===== config.mk =====
export PLATFORM = sky130hd
export DESIGN_NAME = spi_mram_command_sequencer
export DESIGN_NICKNAME = d
export VERILOG_FILES = /design/src/sv/smcs_pkg.sv /design/src/sv/smcs_step.sv /design/src/sv/spi_mram_command_sequencer.sv
export SDC_FILE = /design/constraint.sdc
export NUM_CORES = 1
export LEC_CHECK = 0
export BUFFER_PORTS_ARGS = -buffer_cell sky130_fd_sc_hd__buf_4
export CAP_MARGIN = 25
export CORE_UTILIZATION = 30
export DETAILED_ROUTE_END_ITERATION = 8
export GPL_ROUTABILITY_DRIVEN = 0
export PLACE_DENSITY = 0.54
export SETUP_SLACK_MARGIN = 0.5
export SKIP_LAST_GASP = 1
export SLEW_MARGIN = 20
export SYNTH_ARGS = -nofsm -noshare
export SYNTH_HDL_FRONTEND = slang
export SYNTH_SLANG_ARGS = --single-unit

===== constraint.sdc =====
create_clock -name clk -period 10.3 [get_ports clk]
set_input_delay 0.515 -clock clk [delete_from_list [all_inputs] [get_ports clk]]
set_output_delay 0.515 -clock clk [all_outputs]
set_load 0.02 [all_outputs]

===== src/sv/smcs_pkg.sv =====
`timescale 1ns / 1ps
// ----------------------------------------------------------------------------
// smcs_pkg
// Types and constants shared by the serial MRAM command sequencer.
// ----------------------------------------------------------------------------
package smcs_pkg;

    localparam int IN_DATA_W  = 56;
    localparam int IN_USED_W  = 50;
    localparam int OUT_DATA_W = 88;

    // Event selector carried in the input tuser
    typedef enum logic [1:0] {
        OP_INIT   = 2'd0,
        OP_READ   = 2'd1,
        OP_WRITE  = 2'd2,
        OP_FINISH = 2'd3
    } op_t;

    // Sequencer phase
    typedef enum logic [2:0] {
        PH_NOINIT = 3'd0,
        PH_IDLE   = 3'd1,
        PH_RX     = 3'd2,
        PH_WREN   = 3'd3,
        PH_TX     = 3'd4,
        PH_WRDI   = 3'd5,
        PH_ERROR  = 3'd6,
        PH_INIT   = 3'd7
    } phase_t;

    // Completion codes of a report
    typedef enum logic [2:0] {
        CC_SUCCESS   = 3'd0,
        CC_BUSY      = 3'd1,
        CC_NO_BUFFER = 3'd2,
        CC_LENGTH    = 3'd3,
        CC_ADDRESS   = 3'd4,
        CC_REFUSED   = 3'd5,
        CC_DEV_BAD   = 3'd6
    } ccode_t;

    // SPI opcodes
    localparam logic [7:0] CMD_RDSR  = 8'h05;
    localparam logic [7:0] CMD_READ  = 8'h03;
    localparam logic [7:0] CMD_WREN  = 8'h06;
    localparam logic [7:0] CMD_WRITE = 8'h02;
    localparam logic [7:0] CMD_WRDI  = 8'h04;

    localparam logic       KIND_DESC   = 1'b0;
    localparam logic       KIND_REPORT = 1'b1;

    localparam logic [24:0] MEM_LIMIT   = 25'h020000;
    localparam logic [8:0]  HDR_BYTES   = 9'd4;

    // One result beat
    typedef struct packed {
        logic        kind;
        logic [7:0]  command;
        logic        address_top;
        logic [7:0]  address_mid;
        logic [7:0]  address_bottom;
        logic [8:0]  send_count;
        logic [8:0]  receive_count;
        logic [2:0]  completion_code;
        logic [23:0] request_address;
        logic [15:0] request_length;
        logic        data_ready;
    } result_t;

    // One input event
    typedef struct packed {
        op_t         operation;
        logic [23:0] address;
        logic [15:0] length;
        logic        buffer_present;
        logic        transfer_accepted;
        logic [7:0]  status_byte;
    } event_t;

    // Sequencer state update
    typedef struct packed {
        phase_t      phase;
        logic        save;
    } step_ctl_t;

endpackage


===== src/sv/smcs_step.sv =====
`timescale 1ns / 1ps
// ----------------------------------------------------------------------------
// smcs_step
// Combinational step: next phase and result beat for one event.
// ----------------------------------------------------------------------------
module smcs_step #(
    parameter int MAX_READ_BYTES  = 256,
    parameter int MAX_WRITE_BYTES = 256
) (
    input  smcs_pkg::event_t    ev,
    input  smcs_pkg::phase_t    phase,
    input  logic [16:0]         saved_address,
    input  logic [8:0]          saved_length,
    output smcs_pkg::step_ctl_t ctl,
    output logic                res_valid,
    output smcs_pkg::result_t   res
);

    logic [15:0]      max_len;
    logic [24:0]      end_address;
    smcs_pkg::ccode_t req_code;

    assign max_len     = (ev.operation == smcs_pkg::OP_READ) ? 16'(MAX_READ_BYTES)
                                                             : 16'(MAX_WRITE_BYTES);
    assign end_address = {1'b0, ev.address} + {9'd0, ev.length};

    // Request checks, in priority order
    always_comb
    begin
        if (phase != smcs_pkg::PH_IDLE)
            req_code = smcs_pkg::CC_BUSY;
        else if (!ev.buffer_present)
            req_code = smcs_pkg::CC_NO_BUFFER;
        else if (ev.length > max_len)
            req_code = smcs_pkg::CC_LENGTH;
        else if (end_address > smcs_pkg::MEM_LIMIT)
            req_code = smcs_pkg::CC_ADDRESS;
        else if (!ev.transfer_accepted)
            req_code = smcs_pkg::CC_REFUSED;
        else
            req_code = smcs_pkg::CC_SUCCESS;
    end

    // Next phase
    always_comb
    begin
        ctl.phase = phase;
        ctl.save  = 1'b0;
        unique case (ev.operation)
            smcs_pkg::OP_INIT:
                ctl.phase = ev.transfer_accepted ? smcs_pkg::PH_INIT : smcs_pkg::PH_ERROR;
            smcs_pkg::OP_READ,
            smcs_pkg::OP_WRITE:
            begin
                if (req_code == smcs_pkg::CC_SUCCESS)
                begin
                    ctl.save  = 1'b1;
                    ctl.phase = (ev.operation == smcs_pkg::OP_READ) ? smcs_pkg::PH_RX
                                                                    : smcs_pkg::PH_WREN;
                end
            end
            default:
            begin
                unique case (phase)
                    smcs_pkg::PH_INIT:
                        ctl.phase = (ev.status_byte == 8'd0) ? smcs_pkg::PH_IDLE
                                                             : smcs_pkg::PH_ERROR;
                    smcs_pkg::PH_RX,
                    smcs_pkg::PH_WRDI:
                        ctl.phase = smcs_pkg::PH_IDLE;
                    smcs_pkg::PH_WREN:
                        ctl.phase = ev.transfer_accepted ? smcs_pkg::PH_TX : smcs_pkg::PH_IDLE;
                    smcs_pkg::PH_TX:
                        ctl.phase = ev.transfer_accepted ? smcs_pkg::PH_WRDI : smcs_pkg::PH_IDLE;
                    default:
                        ctl.phase = phase;
                endcase
            end
        endcase
    end

    // Result beat
    always_comb
    begin
        res       = '0;
        res_valid = 1'b1;
        unique case (ev.operation)
            smcs_pkg::OP_INIT:
            begin
                if (ev.transfer_accepted)
                begin
                    res.kind          = smcs_pkg::KIND_DESC;
                    res.command       = smcs_pkg::CMD_RDSR;
                    res.send_count    = 9'd1;
                    res.receive_count = 9'd1;
                end
                else
                begin
                    res.kind            = smcs_pkg::KIND_REPORT;
                    res.completion_code = smcs_pkg::CC_REFUSED;
                end
            end
            smcs_pkg::OP_READ,
            smcs_pkg::OP_WRITE:
            begin
                if (req_code != smcs_pkg::CC_SUCCESS)
                begin
                    res.kind            = smcs_pkg::KIND_REPORT;
                    res.completion_code = req_code;
                    res.request_address = ev.address;
                    res.request_length  = ev.length;
                end
                else if (ev.operation == smcs_pkg::OP_READ)
                begin
                    res.command        = smcs_pkg::CMD_READ;
                    res.address_top    = ev.address[16];
                    res.address_mid    = ev.address[15:8];
                    res.address_bottom = ev.address[7:0];
                    res.send_count     = smcs_pkg::HDR_BYTES;
                    res.receive_count  = ev.length[8:0];
                end
                else
                begin
                    res.command    = smcs_pkg::CMD_WREN;
                    res.send_count = 9'd1;
                end
            end
            default:
            begin
                unique case (phase)
                    smcs_pkg::PH_INIT:
                    begin
                        res.kind            = smcs_pkg::KIND_REPORT;
                        res.completion_code = (ev.status_byte == 8'd0) ? smcs_pkg::CC_SUCCESS
                                                                       : smcs_pkg::CC_DEV_BAD;
                    end
                    smcs_pkg::PH_RX,
                    smcs_pkg::PH_WRDI:
                    begin
                        res.kind            = smcs_pkg::KIND_REPORT;
                        res.completion_code = smcs_pkg::CC_SUCCESS;
                        res.request_address = {7'd0, saved_address};
                        res.request_length  = {7'd0, saved_length};
                        res.data_ready      = 1'b1;
                    end
                    smcs_pkg::PH_WREN,
                    smcs_pkg::PH_TX:
                    begin
                        if (!ev.transfer_accepted)
                        begin
                            res.kind            = smcs_pkg::KIND_REPORT;
                            res.completion_code = smcs_pkg::CC_REFUSED;
                            res.request_address = {7'd0, saved_address};
                            res.request_length  = {7'd0, saved_length};
                        end
                        else if (phase == smcs_pkg::PH_WREN)
                        begin
                            res.command        = smcs_pkg::CMD_WRITE;
                            res.address_top    = saved_address[16];
                            res.address_mid    = saved_address[15:8];
                            res.address_bottom = saved_address[7:0];
                            res.send_count     = saved_length + smcs_pkg::HDR_BYTES;
                        end
                        else
                        begin
                            res.command    = smcs_pkg::CMD_WRDI;
                            res.send_count = 9'd1;
                        end
                    end
                    default:
                        res_valid = 1'b0;
                endcase
            end
        endcase
    end

endmodule


===== src/sv/spi_mram_command_sequencer.sv =====
`timescale 1ns / 1ps
// ----------------------------------------------------------------------------
// spi_mram_command_sequencer
// Event-driven command sequencer for a serial MRAM behind an SPI engine.
// ----------------------------------------------------------------------------
// Usage:
//   Slave stream s_axis carries events: tuser selects init, read request,
//   write request or transfer finished; tdata carries the request fields,
//   the SPI engine's accept flag and the received status byte.
//   Master stream m_axis returns at most one beat per event: tuser = 0 is
//   the descriptor of the next SPI transfer, tuser = 1 a completion report.
//   Init reads the status register; a read goes out as one frame; a write
//   runs write-enable, data frame, write-disable, each step kicked by a
//   transfer-finished event.
//   Path: an event lands in the input register when it is accepted, and
//   its result is loaded into the output register once that slot is free.
//   Throughput: one event per cycle while the output is not stalled, set by
//   the single-pass step logic between the two registers. Events that cause
//   no result never wait. A stalled m_axis_tready holds the output beat; the
//   input register can still take one more event, then s_axis_tready drops
//   until the output drains.
//   Reset: phase becomes not initialized, saved request cleared, both
//   registers empty.
// ----------------------------------------------------------------------------
module spi_mram_command_sequencer #(
    parameter int MAX_READ_BYTES  = 256,
    parameter int MAX_WRITE_BYTES = 256
) (
    input  logic        clk,
    input  logic        rst_n,
    input  logic        s_axis_tvalid,
    output logic        s_axis_tready,
    // [23:0] address, [39:24] length, [40] buffer_present,
    // [41] transfer_accepted, [49:42] status_byte, [55:50] zero
    input  logic [smcs_pkg::IN_DATA_W-1:0] s_axis_tdata,
    // [1:0] operation
    input  logic [1:0]  s_axis_tuser,
    output logic        m_axis_tvalid,
    input  logic        m_axis_tready,
    // [7:0] command, [8] address_top, [16:9] address_mid,
    // [24:17] address_bottom, [33:25] send_count, [42:34] receive_count,
    // [45:43] completion_code, [69:46] request_address,
    // [85:70] request_length, [86] data_ready, [87] zero
    output logic [smcs_pkg::OUT_DATA_W-1:0] m_axis_tdata,
    // [0] kind
    output logic        m_axis_tuser
);

    // Input register
    logic                       in_valid_reg;
    logic [smcs_pkg::IN_USED_W-1:0] in_data_reg;
    logic [1:0]                 in_user_reg;

    // Sequencer state
    smcs_pkg::phase_t           phase_reg;
    logic [16:0]                saved_address_reg;
    logic [8:0]                 saved_length_reg;

    // Output register
    logic                       out_valid_reg;
    smcs_pkg::result_t          out_reg;

    smcs_pkg::event_t           ev;
    smcs_pkg::step_ctl_t        ctl;
    logic                       res_valid;
    smcs_pkg::result_t          res;
    logic                       advance;
    logic                       in_take;

    assign ev.operation         = smcs_pkg::op_t'(in_user_reg);
    assign ev.address           = in_data_reg[23:0];
    assign ev.length            = in_data_reg[39:24];
    assign ev.buffer_present    = in_data_reg[40];
    assign ev.transfer_accepted = in_data_reg[41];
    assign ev.status_byte       = in_data_reg[49:42];

    smcs_step #(
        .MAX_READ_BYTES  (MAX_READ_BYTES),
        .MAX_WRITE_BYTES (MAX_WRITE_BYTES)
    ) u_step (
        .ev            (ev),
        .phase         (phase_reg),
        .saved_address (saved_address_reg),
        .saved_length  (saved_length_reg),
        .ctl           (ctl),
        .res_valid     (res_valid),
        .res           (res)
    );

    // Retire the held event once its result has a free output slot
    assign advance       = in_valid_reg && (!res_valid || !out_valid_reg || m_axis_tready);
    assign s_axis_tready = !in_valid_reg || advance;
    assign in_take       = s_axis_tvalid && s_axis_tready;

    always_ff @(posedge clk or negedge rst_n)
    begin
        if (!rst_n)
            in_valid_reg <= 1'b0;
        else if (s_axis_tready)
            in_valid_reg <= s_axis_tvalid;
    end

    always_ff @(posedge clk)
    begin
        if (in_take)
        begin
            in_data_reg <= s_axis_tdata[smcs_pkg::IN_USED_W-1:0];
            in_user_reg <= s_axis_tuser;
        end
    end

    // Advance sequencer state
    always_ff @(posedge clk or negedge rst_n)
    begin
        if (!rst_n)
        begin
            phase_reg         <= smcs_pkg::PH_NOINIT;
            saved_address_reg <= '0;
            saved_length_reg  <= '0;
        end
        else if (advance)
        begin
            phase_reg <= ctl.phase;
            if (ctl.save)
            begin
                saved_address_reg <= ev.address[16:0];
                saved_length_reg  <= ev.length[8:0];
            end
        end
    end

    // Output register: load a new beat or drop the delivered one
    always_ff @(posedge clk or negedge rst_n)
    begin
        if (!rst_n)
            out_valid_reg <= 1'b0;
        else if (advance && res_valid)
            out_valid_reg <= 1'b1;
        else if (m_axis_tready)
            out_valid_reg <= 1'b0;
    end

    always_ff @(posedge clk)
    begin
        if (advance && res_valid)
            out_reg <= res;
    end

    assign m_axis_tvalid = out_valid_reg;
    assign m_axis_tuser  = out_reg.kind;
    assign m_axis_tdata  = {1'b0,
                            out_reg.data_ready,
                            out_reg.request_length,
                            out_reg.request_address,
                            out_reg.completion_code,
                            out_reg.receive_count,
                            out_reg.send_count,
                            out_reg.address_bottom,
                            out_reg.address_mid,
                            out_reg.address_top,
                            out_reg.command};

endmodule


==> out/results.txt, run 1 <==
Worst Tran Pin Value: 0.919 ns
WP data arrival: 5.35 ns
chip width: 164 µm
Post-CTS Setup Bufs: 0
synthesized area per cell: 12.5 µm²
worst clock skew: 0.00809 ns
DR vias: 5,439
Worst-path clk slew: 0.07 ns
RSZ-0062 raised after global routing: false
minimum clock period: 5.13 ns
max reg flops: 82
Reg-to-Reg End: m_axis_tdata[14]
Fin. Hold Viols: 0
slew margin rel.: 38.6%
GRT Total Usage: 15.0%
worst-case clock buffer depth: 2
period utilisation layout: 49.8%
H-tree depth: 4
Setup TNS: 0 ns
startpoint types: flop
pre-CTS WS: 5.10 ns
number of max-cap violations: 0
hold buffer count at cts: 0
PwrDens: 211 nW/µm²
die height: 164 µm
GRT overflow: 0
critical path class: reg2reg
Critical Path Fanout Max: 28
clock root cell: clkbuf_16
fraction of layout cells with a size suffix above 1: 27.0%
antenna viol nets, final: 0
final setup margin: 5.17 ns
most common cell after layout, fill and taps aside: buf_4
final setup fails: 0
Mapped Cells: 631
post-synth cell types: 65
FF/Latch Area: 4830 µm²
antenna violations before repair: 1
final core occ: 38.7%
Slew Viols, Final: 0
Main synth FF type: edfxtp_1
total clock sinks: 166
Detail Placement HPWL: 13.1 mm
commonest cells after routing, fill and taps aside: buf_4, edfxtp_1, nand2_1, nor2_1, inv_1
Peak VDD IR: 81.5 µV
IO Port Bufs: 140
f_max: 195 MHz
IO Pins: 153
clk_lat worst skew: 0.42 ns
R2R cell count: 10
Final Net Count: 856
Hold/Removal Path Class: in2async
FFs w/ async S/R, synth: 18.7%
sequential share of the synthesized area: 61.3%
Critical Path RT: 10.52 ns
Num CTS Buffers: 17
reg2reg start: in_data_reg[24]
Initial Utilization: 30.9%
initial drt markers: 398
area of the multi-input gates: 2790 µm²
Static Leak: 4.06 nW
fill count: 2,455
FF-to-FF setup slack: 5.17 ns
synth warn: 0
row count: 58
outcome: completed
vias per cell: 4.87
post-CTS resize count: 0
drc violations: 0
Post-Route WL: 19.3 mm
Core Region: 25,500 µm²
DRT Pass-1 Iters: 6
full die area: 26,900 µm²
worst setup path start: in_data_reg[24]
crit end category: flop
hold_ws: 0.0459 ns
Mapped Area: 7870 µm²
vias in the first global route: 5,302
first-pass GRT wire length: 30.1 mm
Post-synth EDFFs: 135
area delta synth->final: 25.4%
WL/cell: 17.3 µm
CTS tree: yes
Yosys reg bits: 166
largest net degree at the start of global routing: 53
## layout make-up
| class | instances | share of cell area (%) |
|---|---|---|
| antenna | 1 | 0.0254 |
| clock buffer | 18 | 4.35 |
| clock inverter | 14 | 1.69 |
| inverter | 39 | 1.50 |
| multi-input combinational | 403 | 28.3 |
| sequential | 166 | 48.9 |
| tap | 330 | 4.18 |
| timing repair buffer | 145 | 11.0 |
## metrics by stage
step | area [µm²] | power (mW) | std cells
5_1_grt | 9870 | 2.19 | 1115
3_5_place_dp | 9270 | 1.45 | 1083
3_3_place_gp | 9270 | 1.44 | 1083
4_1_cts | 9870 | 2.11 | 1115
6_report | 9870 | 2.08 | 1116
2_1_floorplan | 7890 | 1.24 | 636
## worst max-delay path by stage
stage	to	slack (ns)	cells past startpoint
4_1_cts	m_axis_tdata[14]	5.09	10
3_3_place_gp	m_axis_tdata[14]	5.11	10
3_5_place_dp	m_axis_tdata[14]	5.10	10
6_report	m_axis_tdata[14]	5.17	10
5_1_grt	m_axis_tdata[15]	4.78	10
2_1_floorplan	m_axis_tdata[63]	6.52	13
## cells in the mapped netlist, types with 3 or more instances
master	count	area share, %
o21a_1	6	0.57
nor2_1	39	1.9
a21oi_1	32	2.0
ha_1	21	3.3
o22ai_1	3	0.24
edfxtp_1	135	51
a21o_1	5	0.48
and3_1	3	0.24
mux2_4	18	3.4
o211ai_1	4	0.38
dfrtp_1	31	9.9
clkbuf_1	19	0.91
o21ai_0	37	2.4
nand3_1	15	0.95
nor3_1	12	0.76
a31oi_1	5	0.40
a22o_1	26	2.9
xor2_1	5	0.56
o221ai_1	3	0.33
nand2b_1	6	0.48
nand4_1	8	0.64
a211oi_1	3	0.29
nor4_1	7	0.56
inv_1	39	1.9
nor3b_1	5	0.48
buf_4	6	0.57
a211o_1	4	0.44
mux2_2	7	1.0
xnor2_1	10	1.1
nand2_1	52	2.5
and2_1	19	1.5
## metal layers
metal | wire, µm | up-vias | track usage [%] | share of wire [%]
li1 | - | 2643 | - | -
met1 | 8800 | 2623 | 19.6 | 46
met2 | 9130 | 150 | 23.8 | 47
met3 | 904 | 23 | 3.48 | 4.7
met4 | 420 | 0 | 5.98 | 2.2
met5 | 0 | - | 0 | 0
## critical path, stage by stage, from the launching register on
cell and delay (ns):
edfxtp_1 0.47, ha_1 0.25, fa_1 0.41, a21o_1 0.23, a221oi_1 0.37, o21ai_1 0.16, o31ai_1 0.55, a22oi_1 0.23
o41ai_4 0.83, nand4_2 0.92, o21ai_0 0.49
## power by group
part	switching, mW	total [mW]	internal (mW)
Sequential	0.0666	0.920	0.853
Combinational	0.314	0.508	0.194
Clock	0.286	0.650	0.365
Total	0.666	2.08	1.41
## cell families after synthesis
family,after synthesis,share of synthesized area [%]
mux,29,4.97
xor+xnor,15,1.67
compound gates,150,13.1
buf+inv,67,3.67
fa+ha+maj,22,3.59
flops,166,61.3
simple gates,181,11.6
other cells,1,0.0476
Note: power is estimated with default switching activity, not from simulation.
==> run 2, diff against run 1 <==
PLACE_DENSITY = 0.55   (was 0.54)
clock period = 4.5 ns   (was 10.3 ns; I/O delays follow)
==> run 2 against run 1 <==
  * Clock skew up 0.0021 ns
  * Fmax rose by 36%
  * Non-clock buffer count rose by 66
  * Register-to-register slack got worse by 4.4 ns
  * Global-route usage rose by 0.15 points
  * Routed wire length is 1.5% higher
  * Power increased by 130%
  * Worst setup slack got worse by 4.4 ns
  * Via count is 3.6% higher
  * Clock power is 130% higher
  * Final cell count increased by 5.8%
  * Flip-flop and latch count stayed put
==> out/results.txt, run 2 (synthesis gave the netlist of run 1 again) <==
outcome: completed (unchanged)
CTS tree: yes (unchanged)
vias per cell: 4.77 (was 4.87)
Peak VDD IR: 182 µV (was 81.5 µV)
clk_lat worst skew: 0.43 ns (was 0.42 ns)
period utilisation layout: 83.9% (was 49.8%)
die height: 164 µm (unchanged)
number of max-cap violations: 0 (unchanged)
Setup TNS: 0 ns (unchanged)
vias in the first global route: 5,503 (was 5,302)
slowest stage delay, CP: 0.43 ns (was 0.92 ns)
Detail Placement HPWL: 13.4 mm (was 13.1 mm)
DR vias: 5,635 (was 5,439)
f_max: 265 MHz (was 195 MHz)
Post-Route WL: 19.6 mm (was 19.3 mm)
largest net degree at the start of global routing: 49 (was 53)
Design Area, Final: 10,600 µm² (was 9870 µm²)
Critical Path Fanout Max: 8 (was 28)
final core occ: 41.6% (was 38.7%)
worst-case clock buffer depth: 2 (unchanged)
GRT overflow: 0 (unchanged)
Worst-path clk slew: 0.07 ns (about the same)
chip width: 164 µm (unchanged)
CP dominant cell by count: buf_4
Critical Path RT: 4.67 ns (was 10.52 ns)
crit-path cells: ha_2 -> fa_1 -> a21o_1 -> a221o_1 -> a2bb2oi_1 -> nand2_1 -> xnor2_1 -> nand4_1 -> o41ai_4 -> buf_4 -> buf_4 -> a31oi_1 -> or3_1 (was ha_1 -> fa_1 -> a21o_1 -> a221oi_1 -> o21ai_1 -> o31ai_1 -> a22oi_1 -> o41ai_4 -> nand4_2 -> o21ai_0)
antenna viol nets, final: 0 (unchanged)
startpoint types: flop (unchanged)
critical path class: reg2reg (unchanged)
slew margin rel.: 51.8% (was 38.6%)
crit end category: flop (unchanged)
IO Port Bufs: 140 (unchanged)
RSZ-0062 raised after global routing: true (was false)
Worst Tran Pin Value: 0.722 ns (was 0.919 ns)
antenna violations before repair: 0 (was 1)
Slew Viols, Final: 0 (unchanged)
PwrDens: 457 nW/µm² (was 211 nW/µm²)
WL/cell: 16.6 µm (was 17.3 µm)
GRT Total Usage: 15.1% (was 15.0%)
fill count: 2,410 (was 2,455)
first-pass GRT wire length: 30.2 mm (was 30.1 mm)
H-tree depth: 4 (unchanged)
cell family with most CP delay: compound AO/OA/AOI/OAI gates (unchanged)
total clock sinks: 166 (unchanged)
final setup fails: 0 (unchanged)
Diodes inserted: 0 (was 1)
Fin. Hold Viols: 0 (unchanged)
most common cell after layout, fill and taps aside: buf_4 (unchanged)
minimum clock period: 3.78 ns (was 5.13 ns)
max reg flops: 82 (unchanged)
area delta synth->final: 34.6% (was 25.4%)
WP data arrival: 3.94 ns (was 5.35 ns)
placed inst area: 9340 µm² (was 9270 µm²)
DRT Pass-1 Iters: 4 (was 6)
Static Leak: 4.36 nW (was 4.06 nW)
clock root cell: clkbuf_16 (unchanged)
Final Net Count: 922 (was 856)
Crit-path slowest cell: edfxtp_1 (was nand4_2)
drc violations: 0 (unchanged)
initial drt markers: 330 (was 398)
worst clock skew: 0.0102 ns (was 0.00809 ns)
Initial Utilization: 30.9% (unchanged)
fraction of layout cells with a size suffix above 1: 27.1% (was 27.0%)
commonest cells after routing, fill and taps aside: buf_4, edfxtp_1, dlygate4sd3_1, nand2_1 (was buf_4, edfxtp_1, nand2_1, nor2_1, inv_1)
Num CTS Buffers: 17 (unchanged)
Core Region: 25,500 µm² (unchanged)
Hold/Removal Path Class: in2reg (was in2async)
row count: 58 (unchanged)
IO Pins: 153 (unchanged)
full die area: 26,900 µm² (unchanged)
crit path buf inv count: 2 (was 0)
[run 2: stage by stage]
stage          instances  setup WS [ns]  hold slack (ns)  power [mW]
2_1_floorplan        636          0.719          -0.0706        2.84
3_3_place_gp        1091          0.406            0.218        3.32
3_5_place_dp        1091          0.329            0.218        3.32
4_1_cts             1178          0.508           0.0502        4.88
5_1_grt             1181          0.459           0.0670        5.07
6_report            1181          0.724           0.0694        4.84
[run 2: report_power, final]
group          total [mW]  internal [mW]  leakage (nW)  switching [mW]
registers            2.10           1.95          1.75           0.148
logic                1.24          0.497          2.33           0.743
clock network        1.50          0.857         0.275           0.640
[run 2: final cells by class]
| cell class | count | area [µm²] | area share (%) |
|---|---|---|---|
| inverter | 39 | 148 | 1.39 |
| multi-input combinational | 403 | 2860 | 27.0 |
| sequential | 166 | 4830 | 45.6 |
| timing repair buffer | 211 | 1740 | 16.5 |
| clock inverter | 12 | 145 | 1.37 |
| clock buffer | 20 | 457 | 4.31 |
| tap | 330 | 413 | 3.90 |
[run 2: metal layers]
metal / GRT usage, % / vias up / part of all wire, %
met5: 0 / - / 0
met1: 19.1 / 2721 / 45
li1: - / 2773 / -
met3: 2.55 / 14 / 3.4
met4: 5.13 / 0 / 1.4
met2: 26.0 / 127 / 50
[run 2: worst min-delay path, cell delays in order]
cell      delay (ns)
buf_4           0.08
nand2b_1        0.10
nand2_1         0.05
[run 2: final timing paths]
| check | cells after the start | slack (ns) | startpoint | endpoint |
|---|---|---|---|---|
| setup / recovery | 13 | 0.72 | in_data_reg[0] | m_axis_tdata[45] |
| hold / removal | 3 | 0.07 | m_axis_tready | m_axis_tvalid |
| setup reg to reg | 13 | 0.72 | in_data_reg[0] | m_axis_tdata[45] |
| hold reg to reg | 1 | 0.52 | saved_address_reg[5] | saved_address_reg[5] |
| max in group asynchronous | 2 | 3.86 | rst_n | phase_reg[0] |
| min in group asynchronous | 2 | 0.29 | rst_n | saved_address_reg[15] |
[run 2: timing repair]
| action | 4_1_cts | 5_1_grt |
|---|---|---|
| gates cloned | 0 | 1 |
| hold endpoints to repair | 84 | 0 |
| hold buffers | 54 | 0 |
| setup buffers | 1 | 2 |
| gates resized for setup | 3 | 12 |
| pin swaps | 1 | 3 |
| setup endpoints to repair | 48 | 94 |
